**src/brf_pkg.sv**
```systemverilog
// Shared types, constants and microcode store of the bisection root finder.
package brf_pkg;

  localparam int ADDR_W = 5;
  localparam int UPC_W  = 5;
  localparam int STEP_W = 6;

  localparam logic [2:0] REG_CUBE   = 3'd0;
  localparam logic [2:0] REG_SQUARE = 3'd1;
  localparam logic [2:0] REG_LINEAR = 3'd2;
  localparam logic [2:0] REG_CONST  = 3'd3;
  localparam logic [2:0] REG_TOL    = 3'd4;

  localparam logic signed [31:0] RST_CUBE   = 32'sd65536;
  localparam logic signed [31:0] RST_SQUARE = 32'sd0;
  localparam logic signed [31:0] RST_LINEAR = -32'sd65536;
  localparam logic signed [31:0] RST_CONST  = -32'sd131072;
  localparam logic [30:0]        RST_TOL    = 31'd66;

  localparam logic signed [31:0] SAT_MAX = 32'sh7fff_ffff;
  localparam logic signed [31:0] SAT_MIN = 32'sh8000_0000;

  localparam logic [UPC_W-1:0] UPC_IDLE = 5'd0;
  localparam logic [UPC_W-1:0] UPC_LOOP = 5'd13;

  typedef enum logic [1:0] {
    ST_FOUND   = 2'd0,
    ST_NO_SIGN = 2'd1,
    ST_LIMIT   = 2'd2
  } status_e;

  typedef struct packed {
    logic signed [31:0] interval_low;
    logic signed [31:0] interval_high;
  } item_t;

  typedef struct packed {
    logic signed [31:0] root;
    status_e            status;
    logic [STEP_W-1:0]  steps_taken;
  } result_t;

  typedef struct packed {
    logic signed [31:0] cube;
    logic signed [31:0] square;
    logic signed [31:0] linear;
    logic signed [31:0] cnst;
    logic [30:0]        tol;
  } cfg_t;

  typedef enum logic [3:0] {
    OP_NOP,
    OP_LOAD,
    OP_MUL,
    OP_ADD_SQ,
    OP_ADD_LIN,
    OP_FIN_A,
    OP_FIN_B,
    OP_FIN_M,
    OP_DECIDE
  } op_e;

  typedef enum logic [1:0] {
    JC_NONE,
    JC_NO_START,
    JC_MORE
  } jc_e;

  typedef struct packed {
    op_e              op;
    jc_e              jc;
    logic [UPC_W-1:0] tgt;
    logic             fin;
  } ctrl_t;

  typedef struct packed {
    logic more;
  } flags_t;

  // Program: evaluate p(low), p(high), then loop evaluating the midpoint.
  function automatic ctrl_t ucode(input logic [UPC_W-1:0] pc);
    ctrl_t c;
    c = '{op: OP_NOP, jc: JC_NONE, tgt: UPC_IDLE, fin: 1'b0};
    unique case (pc)
      5'd0: begin
        c.op  = OP_LOAD;
        c.jc  = JC_NO_START;
        c.tgt = UPC_IDLE;
      end
      5'd1, 5'd3, 5'd5, 5'd7, 5'd9, 5'd11, 5'd13, 5'd15, 5'd17: c.op = OP_MUL;
      5'd2, 5'd8, 5'd14:  c.op = OP_ADD_SQ;
      5'd4, 5'd10, 5'd16: c.op = OP_ADD_LIN;
      5'd6:  c.op = OP_FIN_A;
      5'd12: c.op = OP_FIN_B;
      5'd18: c.op = OP_FIN_M;
      5'd19: begin
        c.op  = OP_DECIDE;
        c.jc  = JC_MORE;
        c.tgt = UPC_LOOP;
        c.fin = 1'b1;
      end
      default: c.fin = 1'b1;
    endcase
    return c;
  endfunction

endpackage

```
**src/bisection_root_finder.sv**
```systemverilog
// Top level of the bisection root finder for a configurable cubic polynomial.
// A transaction starts when start is high and busy is low; the interval ends
// are signed fixed point with FRAC_BITS fraction bits. One shared 32x32
// multiplier evaluates p(x) by Horner's rule, under a microcoded sequencer.
// The two end values are evaluated first, then one midpoint per halving;
// steps_taken (1 to MAX_STEPS) counts the halvings. The result is shown for
// exactly one cycle, which busy being low again, and must be taken then; the
// receiver cannot stall the block. Coefficients and tolerance are to be
// written over the APB port only while busy is low, by the user; the block
// itself does not enforce it.
module bisection_root_finder #(
  parameter int MAX_STEPS = 48,
  parameter int FRAC_BITS = 16
) (
  input  logic                       clk_i,
  input  logic                       rst_ni,
  input  logic                       start,
  output logic                       busy,
  input  brf_pkg::item_t             item_i,
  output logic                       done_o,
  output brf_pkg::result_t           result_o,
  input  logic                       psel,
  input  logic                       penable,
  input  logic                       pwrite,
  input  logic [brf_pkg::ADDR_W-1:0] paddr,
  input  logic [31:0]                pwdata,
  output logic [31:0]                prdata,
  output logic                       pready
);
  import brf_pkg::*;

  cfg_t   cfg;
  op_e    op;
  flags_t flags;

  brf_regs u_regs (
    .clk_i   (clk_i),
    .rst_ni  (rst_ni),
    .psel    (psel),
    .penable (penable),
    .pwrite  (pwrite),
    .paddr   (paddr),
    .pwdata  (pwdata),
    .prdata  (prdata),
    .pready  (pready),
    .cfg_o   (cfg)
  );

  brf_seq u_seq (
    .clk_i   (clk_i),
    .rst_ni  (rst_ni),
    .start   (start),
    .flags_i (flags),
    .busy    (busy),
    .op_o    (op)
  );

  brf_dp #(
    .MAX_STEPS (MAX_STEPS),
    .FRAC_BITS (FRAC_BITS)
  ) u_dp (
    .clk_i    (clk_i),
    .rst_ni   (rst_ni),
    .op_i     (op),
    .cfg_i    (cfg),
    .item_i   (item_i),
    .flags_o  (flags),
    .done_o   (done_o),
    .result_o (result_o)
  );

endmodule

```
**src/brf_regs.sv**
```systemverilog
// APB-style configuration registers: polynomial coefficients and tolerance.
module brf_regs (
  input  logic                       clk_i,
  input  logic                       rst_ni,
  input  logic                       psel,
  input  logic                       penable,
  input  logic                       pwrite,
  input  logic [brf_pkg::ADDR_W-1:0] paddr,
  input  logic [31:0]                pwdata,
  output logic [31:0]                prdata,
  output logic                       pready,
  output brf_pkg::cfg_t              cfg_o
);
  import brf_pkg::*;

  cfg_t       cfg_q;
  logic [2:0] idx;
  logic       wr;

  assign idx    = paddr[ADDR_W-1:2];
  assign wr     = psel && penable && pwrite;
  assign pready = 1'b1;
  assign cfg_o  = cfg_q;

  always_ff @(posedge clk_i or negedge rst_ni) begin
    if (!rst_ni) begin
      cfg_q.cube   <= RST_CUBE;
      cfg_q.square <= RST_SQUARE;
      cfg_q.linear <= RST_LINEAR;
      cfg_q.cnst   <= RST_CONST;
      cfg_q.tol    <= RST_TOL;
    end else if (wr) begin
      unique case (idx)
        REG_CUBE:   cfg_q.cube   <= pwdata;
        REG_SQUARE: cfg_q.square <= pwdata;
        REG_LINEAR: cfg_q.linear <= pwdata;
        REG_CONST:  cfg_q.cnst   <= pwdata;
        REG_TOL:    cfg_q.tol    <= pwdata[30:0];
        default: ;
      endcase
    end
  end

  always_comb begin
    unique case (idx)
      REG_CUBE:   prdata = cfg_q.cube;
      REG_SQUARE: prdata = cfg_q.square;
      REG_LINEAR: prdata = cfg_q.linear;
      REG_CONST:  prdata = cfg_q.cnst;
      REG_TOL:    prdata = {1'b0, cfg_q.tol};
      default:    prdata = '0;
    endcase
  end

endmodule

```
**src/brf_seq.sv**
```systemverilog
// Microcode sequencer: step counter, control store lookup and jumps.
module brf_seq (
  input  logic            clk_i,
  input  logic            rst_ni,
  input  logic            start,
  input  brf_pkg::flags_t flags_i,
  output logic            busy,
  output brf_pkg::op_e    op_o
);
  import brf_pkg::*;

  logic [UPC_W-1:0] upc_q, upc_d;
  ctrl_t            ctrl;
  logic             taken;

  assign ctrl = ucode(upc_q);
  assign op_o = ctrl.op;
  assign busy = (upc_q != UPC_IDLE);

  always_comb begin
    unique case (ctrl.jc)
      JC_NO_START: taken = !start;
      JC_MORE:     taken = flags_i.more;
      default:     taken = 1'b0;
    endcase
    if (taken) begin
      upc_d = ctrl.tgt;
    end else if (ctrl.fin) begin
      upc_d = UPC_IDLE;
    end else begin
      upc_d = upc_q + 1'b1;
    end
  end

  always_ff @(posedge clk_i or negedge rst_ni) begin
    if (!rst_ni) begin
      upc_q <= UPC_IDLE;
    end else begin
      upc_q <= upc_d;
    end
  end

endmodule

```
**src/brf_dp.sv**
```systemverilog
// Datapath: shared multiplier, Horner accumulate, interval ends and decision.
module brf_dp #(
  parameter int MAX_STEPS = 48,
  parameter int FRAC_BITS = 16
) (
  input  logic             clk_i,
  input  logic             rst_ni,
  input  brf_pkg::op_e     op_i,
  input  brf_pkg::cfg_t    cfg_i,
  input  brf_pkg::item_t   item_i,
  output brf_pkg::flags_t  flags_o,
  output logic             done_o,
  output brf_pkg::result_t result_o
);
  import brf_pkg::*;

  localparam int SH_W = 64 - FRAC_BITS;
  localparam int VW   = SH_W + 1;

  logic signed [31:0]  a_q, b_q, x_q, acc_q;
  logic signed [63:0]  prod_q;
  logic signed [VW-1:0] fa_q, fb_q, fm_q;
  logic [STEP_W-1:0]   steps_q;
  logic                done_q;
  result_t             res_q;

  logic signed [SH_W-1:0] sh;
  logic signed [31:0]     coef;
  logic signed [VW-1:0]   sum;
  logic signed [31:0]     acc_sat;
  logic [32:0]            s_ab, s_lo, s_hi, d_lo, d_hi;
  logic [31:0]            w_lo, w_hi, width;
  logic                   fm_zero, lo_opp, hi_opp, moved, near, at_lim, more;
  logic signed [31:0]     next_mid;

  function automatic logic signed [31:0] sat32(input logic signed [VW-1:0] v);
    logic same;
    same = (&v[VW-1:31]) || (~|v[VW-1:31]);
    if (same) begin
      return v[31:0];
    end
    return v[VW-1] ? SAT_MIN : SAT_MAX;
  endfunction

  assign sh = prod_q[63:FRAC_BITS];

  always_comb begin
    unique case (op_i)
      OP_ADD_SQ:  coef = cfg_i.square;
      OP_ADD_LIN: coef = cfg_i.linear;
      default:    coef = cfg_i.cnst;
    endcase
  end

  assign sum     = {sh[SH_W-1], sh} + {{(VW-32){coef[31]}}, coef};
  assign acc_sat = sat32(sum);

  // floor((p + q) / 2) is the top 32 bits of the 33-bit sum
  assign s_ab = {a_q[31], a_q} + {b_q[31], b_q};
  assign s_lo = {a_q[31], a_q} + {x_q[31], x_q};
  assign s_hi = {x_q[31], x_q} + {b_q[31], b_q};
  assign d_lo = {x_q[31], x_q} - {a_q[31], a_q};
  assign d_hi = {b_q[31], b_q} - {x_q[31], x_q};
  assign w_lo = d_lo[32] ? 32'(-d_lo) : d_lo[31:0];
  assign w_hi = d_hi[32] ? 32'(-d_hi) : d_hi[31:0];

  // an end whose value is zero never counts as a sign change
  assign fm_zero  = (fm_q == '0);
  assign lo_opp   = (fa_q != '0) && (fa_q[VW-1] != fm_q[VW-1]);
  assign hi_opp   = (fb_q != '0) && (fb_q[VW-1] != fm_q[VW-1]);
  assign moved    = !fm_zero && (lo_opp || hi_opp);
  assign width    = lo_opp ? w_lo : w_hi;
  assign near     = (width <= {1'b0, cfg_i.tol});
  assign at_lim   = (steps_q >= STEP_W'(MAX_STEPS));
  assign more     = moved && !near && !at_lim;
  assign next_mid = lo_opp ? s_lo[32:1] : s_hi[32:1];

  assign flags_o.more = more;
  assign done_o       = done_q;
  assign result_o     = res_q;

  always_ff @(posedge clk_i) begin
    unique case (op_i)
      OP_LOAD: begin
        a_q     <= item_i.interval_low;
        b_q     <= item_i.interval_high;
        x_q     <= item_i.interval_low;
        acc_q   <= cfg_i.cube;
        steps_q <= '0;
      end
      OP_MUL: prod_q <= acc_q * x_q;
      OP_ADD_SQ, OP_ADD_LIN: acc_q <= acc_sat;
      OP_FIN_A: begin
        fa_q  <= sum;
        x_q   <= b_q;
        acc_q <= cfg_i.cube;
      end
      OP_FIN_B: begin
        fb_q  <= sum;
        x_q   <= s_ab[32:1];
        acc_q <= cfg_i.cube;
      end
      OP_FIN_M: begin
        fm_q    <= sum;
        steps_q <= steps_q + 1'b1;
      end
      OP_DECIDE: begin
        if (lo_opp) begin
          b_q  <= x_q;
          fb_q <= fm_q;
        end else begin
          a_q  <= x_q;
          fa_q <= fm_q;
        end
        x_q   <= next_mid;
        acc_q <= cfg_i.cube;
        res_q.steps_taken <= steps_q;
        if (fm_zero || (moved && near)) begin
          res_q.root   <= x_q;
          res_q.status <= ST_FOUND;
        end else if (!moved) begin
          res_q.root   <= '0;
          res_q.status <= ST_NO_SIGN;
        end else begin
          res_q.root   <= x_q;
          res_q.status <= ST_LIMIT;
        end
      end
      default: ;
    endcase
  end

  always_ff @(posedge clk_i or negedge rst_ni) begin
    if (!rst_ni) begin
      done_q <= 1'b0;
    end else begin
      done_q <= (op_i == OP_DECIDE) && !more;
    end
  end

endmodule
```
**config.mk**
```make
export PLATFORM = sky130hd
export DESIGN_NAME = bisection_root_finder
export DESIGN_NICKNAME = d
export VERILOG_FILES = /design/src/brf_pkg.sv /design/src/bisection_root_finder.sv /design/src/brf_regs.sv /design/src/brf_seq.sv /design/src/brf_dp.sv
export SDC_FILE = /design/constraint.sdc
export NUM_CORES = 2
export LEC_CHECK = 0
export BUFFER_PORTS_ARGS = -buffer_cell sky130_fd_sc_hd__buf_2
export CAP_MARGIN = 25
export CORE_MARGIN = 2
export CORE_UTILIZATION = 45
export CTS_CLUSTER_DIAMETER = 200
export DETAILED_ROUTE_END_ITERATION = 12
export GPL_TIMING_DRIVEN = 0
export HOLD_SLACK_MARGIN = 0.05
export PLACE_DENSITY = 0.59
export SETUP_SLACK_MARGIN = 0.05
export SLEW_MARGIN = 10
export SYNTH_ARGS = -nofsm -noshare
export SYNTH_HDL_FRONTEND = slang
export SYNTH_SLANG_ARGS = --single-unit
```
**constraint.sdc**
```tcl
create_clock -name clk_i -period 24.9 [get_ports clk_i]
set_input_delay 3.735 -clock clk_i [delete_from_list [all_inputs] [get_ports clk_i]]
set_output_delay 3.735 -clock clk_i [all_outputs]
set_load 0.02 [all_outputs]
```
# After elaboration in Yosys (flattened, before gate mapping)

Index checks and enable logic that the tools add are counted.
W data, S select, Z words.

Output and inout bits: 75
Word-level logic and storage cells: 144
Register bits: 550

Multiplexer cells: 28
Add/sub/neg operators: 10
Multiply operators: 1
Eq/ne operators: 37
Order comparisons: 2
Reductions and logical operators: 47

Operators with widths:

| kind                 | number |
|---|---|
| $mux W32             | 9 |
| $pmux W32 S2         | 4 |
| $pmux W49 S2         | 2 |
| $pmux W32 S5         | 1 |
| $pmux W32 S4         | 1 |
| $add A32 B32 Y33     | 3 |
| $mux W49             | 2 |
| $reduce_bool A49 Y1  | 2 |
| $mux W34             | 2 |
| $sub A32 B32 Y33     | 2 |
| $mul A32 B32 Y64     | 1 |
| $neg A32 Y32         | 2 |
| $add A48 B32 Y49     | 1 |
| $logic_not A49 Y1    | 1 |
| $eq A5 B4 Y1 const B | 8 |
| $le A32 B31 Y1       | 1 |
| $pmux W4 S8          | 1 |
| $eq A5 B3 Y1 const B | 4 |
| $eq A5 B5 Y1 const B | 4 |
| $reduce_or A19 Y1    | 1 |
| $reduce_and A18 Y1   | 1 |
| $reduce_and A2 Y1    | 9 |
| $reduce_or A18 Y1    | 1 |
| $eq A4 B3 Y1 const B | 4 |
| 33 further kinds     | 58 |

# Longest topological paths before layout

Depth after elaboration: 12
Gate-level depth with buffers: 31
Depth with buffers taken out: 30

# Modules after synthesis

From an unflattened synthesis, not the netlist that was laid out.

Cell total of the unflattened synthesis: 7262
Area total of the unflattened synthesis: 70209.8 um^2

By module, submodules not included:

| module   | seq. area each (um^2) | cells an instance | times used | area each (um^2) |
|---|---|---|---|---|
| brf_dp   | 11105.7               | 6713              | 1          | 62565.0 |
| brf_regs | 4021.4                | 499               | 1          | 7168.1 |
| brf_seq  | 125.1                 | 50                | 1          | 476.7 |

# Worst setup path before layout

Ideal clock, no wire load.

Path type: input port to output port
Start point: in paddr[2] (netlist name)
End point: out prdata[0]
Buffers on the path: 2
Cell stages on the path: 5
Slack: 16108 ps
Required time: 21165 ps
Arrival time: 5057 ps
Cell sequence: buf_1 > buf_1 > mux2_2 > a22oi_1 > o22ai_1

Word-level cells in the longest chain between the ends: 2
Elaborated cells on any way between the ends: 6
Classes of those cells: eq/ne: 4; mux: 1; reduce/logical: 1

Ends and longest elaborated chain:

| element                              | line                        | text |
|---|---|---|
| from (decl)                          | bisection_root_finder.sv:25 | `input logic [brf_pkg::ADDR_W-1:0] paddr,` |
| $eq A3 B3 Y1 (tied with other cells) | brf_regs.sv:45              | `unique case (idx)` |
| $pmux W32 S5 (*)                     | brf_regs.sv:45              |  |
| to (decl)                            | bisection_root_finder.sv:27 | `output logic [31:0] prdata,` |

Every way passes the cells marked *; elsewhere a longest branch is shown, timed or not.

# Worst setup path after layout

Start point: reg u_dp.x_q[3]
End point: reg u_dp.prod_q[44], data pin

Word-level cells in the longest chain between the ends: 1

Ends and longest elaborated chain:

| element                | line          | text |
|---|---|---|
| from (decl)            | brf_dp.sv:20  | `logic signed [31:0] a_q, b_q, x_q, acc_q;` |
| from (signal assigned) | brf_dp.sv:87  | `x_q <= item_i.interval_low;` |
| from (signal assigned) | brf_dp.sv:95  | `x_q <= b_q;` |
| from (signal assigned) | brf_dp.sv:100 | `x_q <= s_ab[32:1];` |
| $mul A32 B32 Y64       | brf_dp.sv:91  | `OP_MUL: prod_q <= acc_q * x_q;` |
| to (signal assigned)   | brf_dp.sv:91  |  |
| to (decl)              | brf_dp.sv:21  | `logic signed [63:0] prod_q;` |

No other way between the ends.
A chain may end at the register's enable or synchronous reset.

==> impl_metrics.yaml <==
clock_network:
  cts_buffer_depth: 3
  cts_hold_buf: 0
  cts_inserted_buffers: 53
  htree_num_levels: 2
  cts.sinks: 534
  post_cts_buffers: 0
  clk_pin_slew_ns: 0.06
  clock_latency_ns: 0.67
  cts_tree: "done"
  cts-root-buf: "clkbuf_16"
  post_cts_resized: 0
critical_path:
  slowest_stage: "a221oi_1"
  worstPathMaxFanout: 10
  crit_path_frequent_cell: "fa_1"
  cp_top_family: "adder cells"
  max_stage_delay_ns: 0.89
  crit_arrival_ns: 11.13
  cp.required_ns: 25.29
  cp-end-kind: "register"
  worstSetupStartpointType: "register"
  critical_path_class: "reg -> reg"
  worst-path-buf-inv: 6
global_routing:
  grt_pass1_wl_mm: 392.1
  grt_max_degree: 93
  grt_pass1_vias: 56795
  gr-usage-all-layers_pct: 34.32
  antenna_found_initial: 26
  grt_remaining_overflow: 0
yosys:
  async_flop_share_pct: 30.90
  netlist_area_mm2: 0.06997
  synth_top_family_by_area: "adder cells"
  synth_area_leaders: "fa_1 (31%), edfxtp_1 (16%), ha_1 (7.0%)"
  synth_xor_area_share_pct: 3.142
  yosysSeqAreaShare_pct: 21.80
  synth_mux_area_share_pct: 3.723
  synth_top_area_share_pct: 31.07
  synth-edff-count: 369
  syn_avg_cell_area_um2: 9.655
  synth_compound_area_share_pct: 10.20
  yosys.area.top_type: "fa_1"
  syn_inst: 7247
  syn_nets: 8832
  ys_ff_latch: 534
  synthSimpleGateAreaFrac_pct: 14.85
  synth_warnings: 0
  yosys.area_share.adder_pct: 38.08
  synth.distinct_cells: 99
  ys.flop_type: "edfxtp_1"
route:
  drc_errors: 0
  drt_iter0_drc: 6237
  totalWireLength_mm: 270.9
  vias: 56555
  wl_per_cell_um: 28.10
  dr.pass1.iters: 6
  vias_per_cell: 5.866
  postRouteAntennaNets: 0
timing:
  min_period_ns: 10.74
  hold_viol: 0
  setup_viol_count_final: 0
  skew_ns: 0.03745
  grt_setup_unrepaired: "false"
  final_max_slew_viol_count: 0
  tns_ns: 0
  max_slew_margin_pct: 17.87
  hold_slack_ns: 0.5079
  worstMarginPinSlew_ns: 1.232
  timing.fmax_ghz: 0.09308
  fin_crit_sh_pct: 43.15
floorplan:
  row_count: 144
  die_w_um: 398.3
  start_util_pct: 45.37
  io_pins: 182
  coreArea_mm2: 0.1542
  die-area_mm2: 0.1587
  die_y_um: 398.3
placement:
  hpwl_mm: 223.7
  port_buffers: 177
  placed_area_mm2: 0.07413
  place_congestion: 1.033
cells_and_area:
  stdcell_area_mm2: 0.07603
  final_layout_size_suffix_gt1_share_pct: 8.572
  synthToLayoutAreaGrowth_pct: 8.649
  nets: 9113
  fin_util_pct: 49.29
flow_run:
  maxCapViolations: 0
min_path:
  min_path_type: "reg -> reg"
outcome:
  status: "finished, final reports clean"
==> through the flow <==
step | std cells | setup WS (ns)
finish | 9641 | 14.16
global route | 9619 | 13.92
CTS | 9606 | 14.13
detailed placement | 9508 | 14.15
global placement | 9468 | 13.57
floorplan | 7247 | 16.11
==> state kept, by name, indices dropped and copies added (netlist names), 32 cells and up <==
register,cells
u_regs.cfg_o,159
u_dp.fa_q,49
u_dp.fb_q,49
u_dp.fm_q,49
u_dp.prod_q,48
u_dp.result_o,40
u_dp.a_q,32
u_dp.acc_q,32
u_dp.b_q,32
u_dp.x_q,32
==> path summary, 6_finish.rpt <==
kind | to | cells after the start | startpoint | slack, ns
worst min register to register | u_dp.result_o[1]$_DFFE_PP_ | 0 | u_dp.steps_q[1]$_SDFFCE_PN0P_ | 0.51
max in group asynchronous | u_regs.cfg_o[93]$_DFFE_PN1P_ | 2 | rst_ni | 20.86
worst max register to register | u_dp.prod_q[44]$_DFFE_PN_ | 29 | u_dp.x_q[3]$_DFFE_PP_ | 14.16
worst max-delay path | u_dp.prod_q[44]$_DFFE_PN_ | 29 | u_dp.x_q[3]$_DFFE_PP_ | 14.16
worst min-delay path | u_dp.result_o[1]$_DFFE_PP_ | 0 | u_dp.steps_q[1]$_SDFFCE_PN0P_ | 0.51
min in group asynchronous | u_regs.cfg_o[100]$_DFFE_PN0P_ | 1 | rst_ni | 3.06
==> placed cells by master (no fill, tap or decap), types with 224 or more instances in the layout <==
master    synthesis  final
nand2_1         947    944
ha_1            392    392
edfxtp_1        369    369
clkbuf_1        334    340
a21oi_1         248    248
fa_1           1086   1085
inv_1          1151   1149
and2_1          528    528
mux2_2          224    224
nor2_1          273    271
==> Yosys cell counts (14+ instances only) <==
cell type	number
o31ai_1	17
a211oi_1	24
xor2_1	89
o21a_1	47
edfxtp_1	369
clkbuf_1	334
dfrtp_1	131
mux2_2	224
a31oi_1	31
nor4_1	47
nor2_1	273
nand2_1	947
xnor2_1	162
dfstp_2	34
a22oi_1	99
a21oi_1	248
buf_1	19
and3_1	30
nor3_1	60
o21ai_0	199
o22ai_1	62
or3_1	19
nor2b_1	31
nand4_1	51
fa_1	1086
buf_2	14
o211ai_1	30
a21o_1	113
ha_1	392
and2_1	528
inv_1	1151
o21bai_1	38
nand2b_1	31
nand3_1	70
==> per-layer routing <==
metal  wire length (µm)  vias up  track usage (%)
met5                 27        -                0
met4              15470        4            16.77
met3              27850      562            7.967
met2             118300     2989            51.66
met1             109300    28880            46.68
li1                   -    24120                -
==> logic make-up (layout without fill, tap and decap cells) <==
kind of cell               count (synthesis)  in the layout
muxes                                    231            231
and+or+nand+nor                         2154           2154
xor gates and xnor gates                 251            251
adders and majority gates               1478           1478
AOI/OAI and AO/OA                       1075           1075
DFF                                      534            534
other                                      1             27
buffers and inverters                   1523           1847
==> cell type report <==
type,count,area [µm²]
repair buffers,226,1665
clock inverters,30,289.0
flip-flops and latches,534,15250
plain buffers,370,1425
diodes,26,65.06
fillers,14644,78200
well taps,2044,2557
inverters,1153,4328
clock buffers,68,1413
multi-input cells,5190,49030
Power is left out: the tool's default activity adds up to more than one toggle a clock period on the data nets, which glitch-free logic cannot reach.
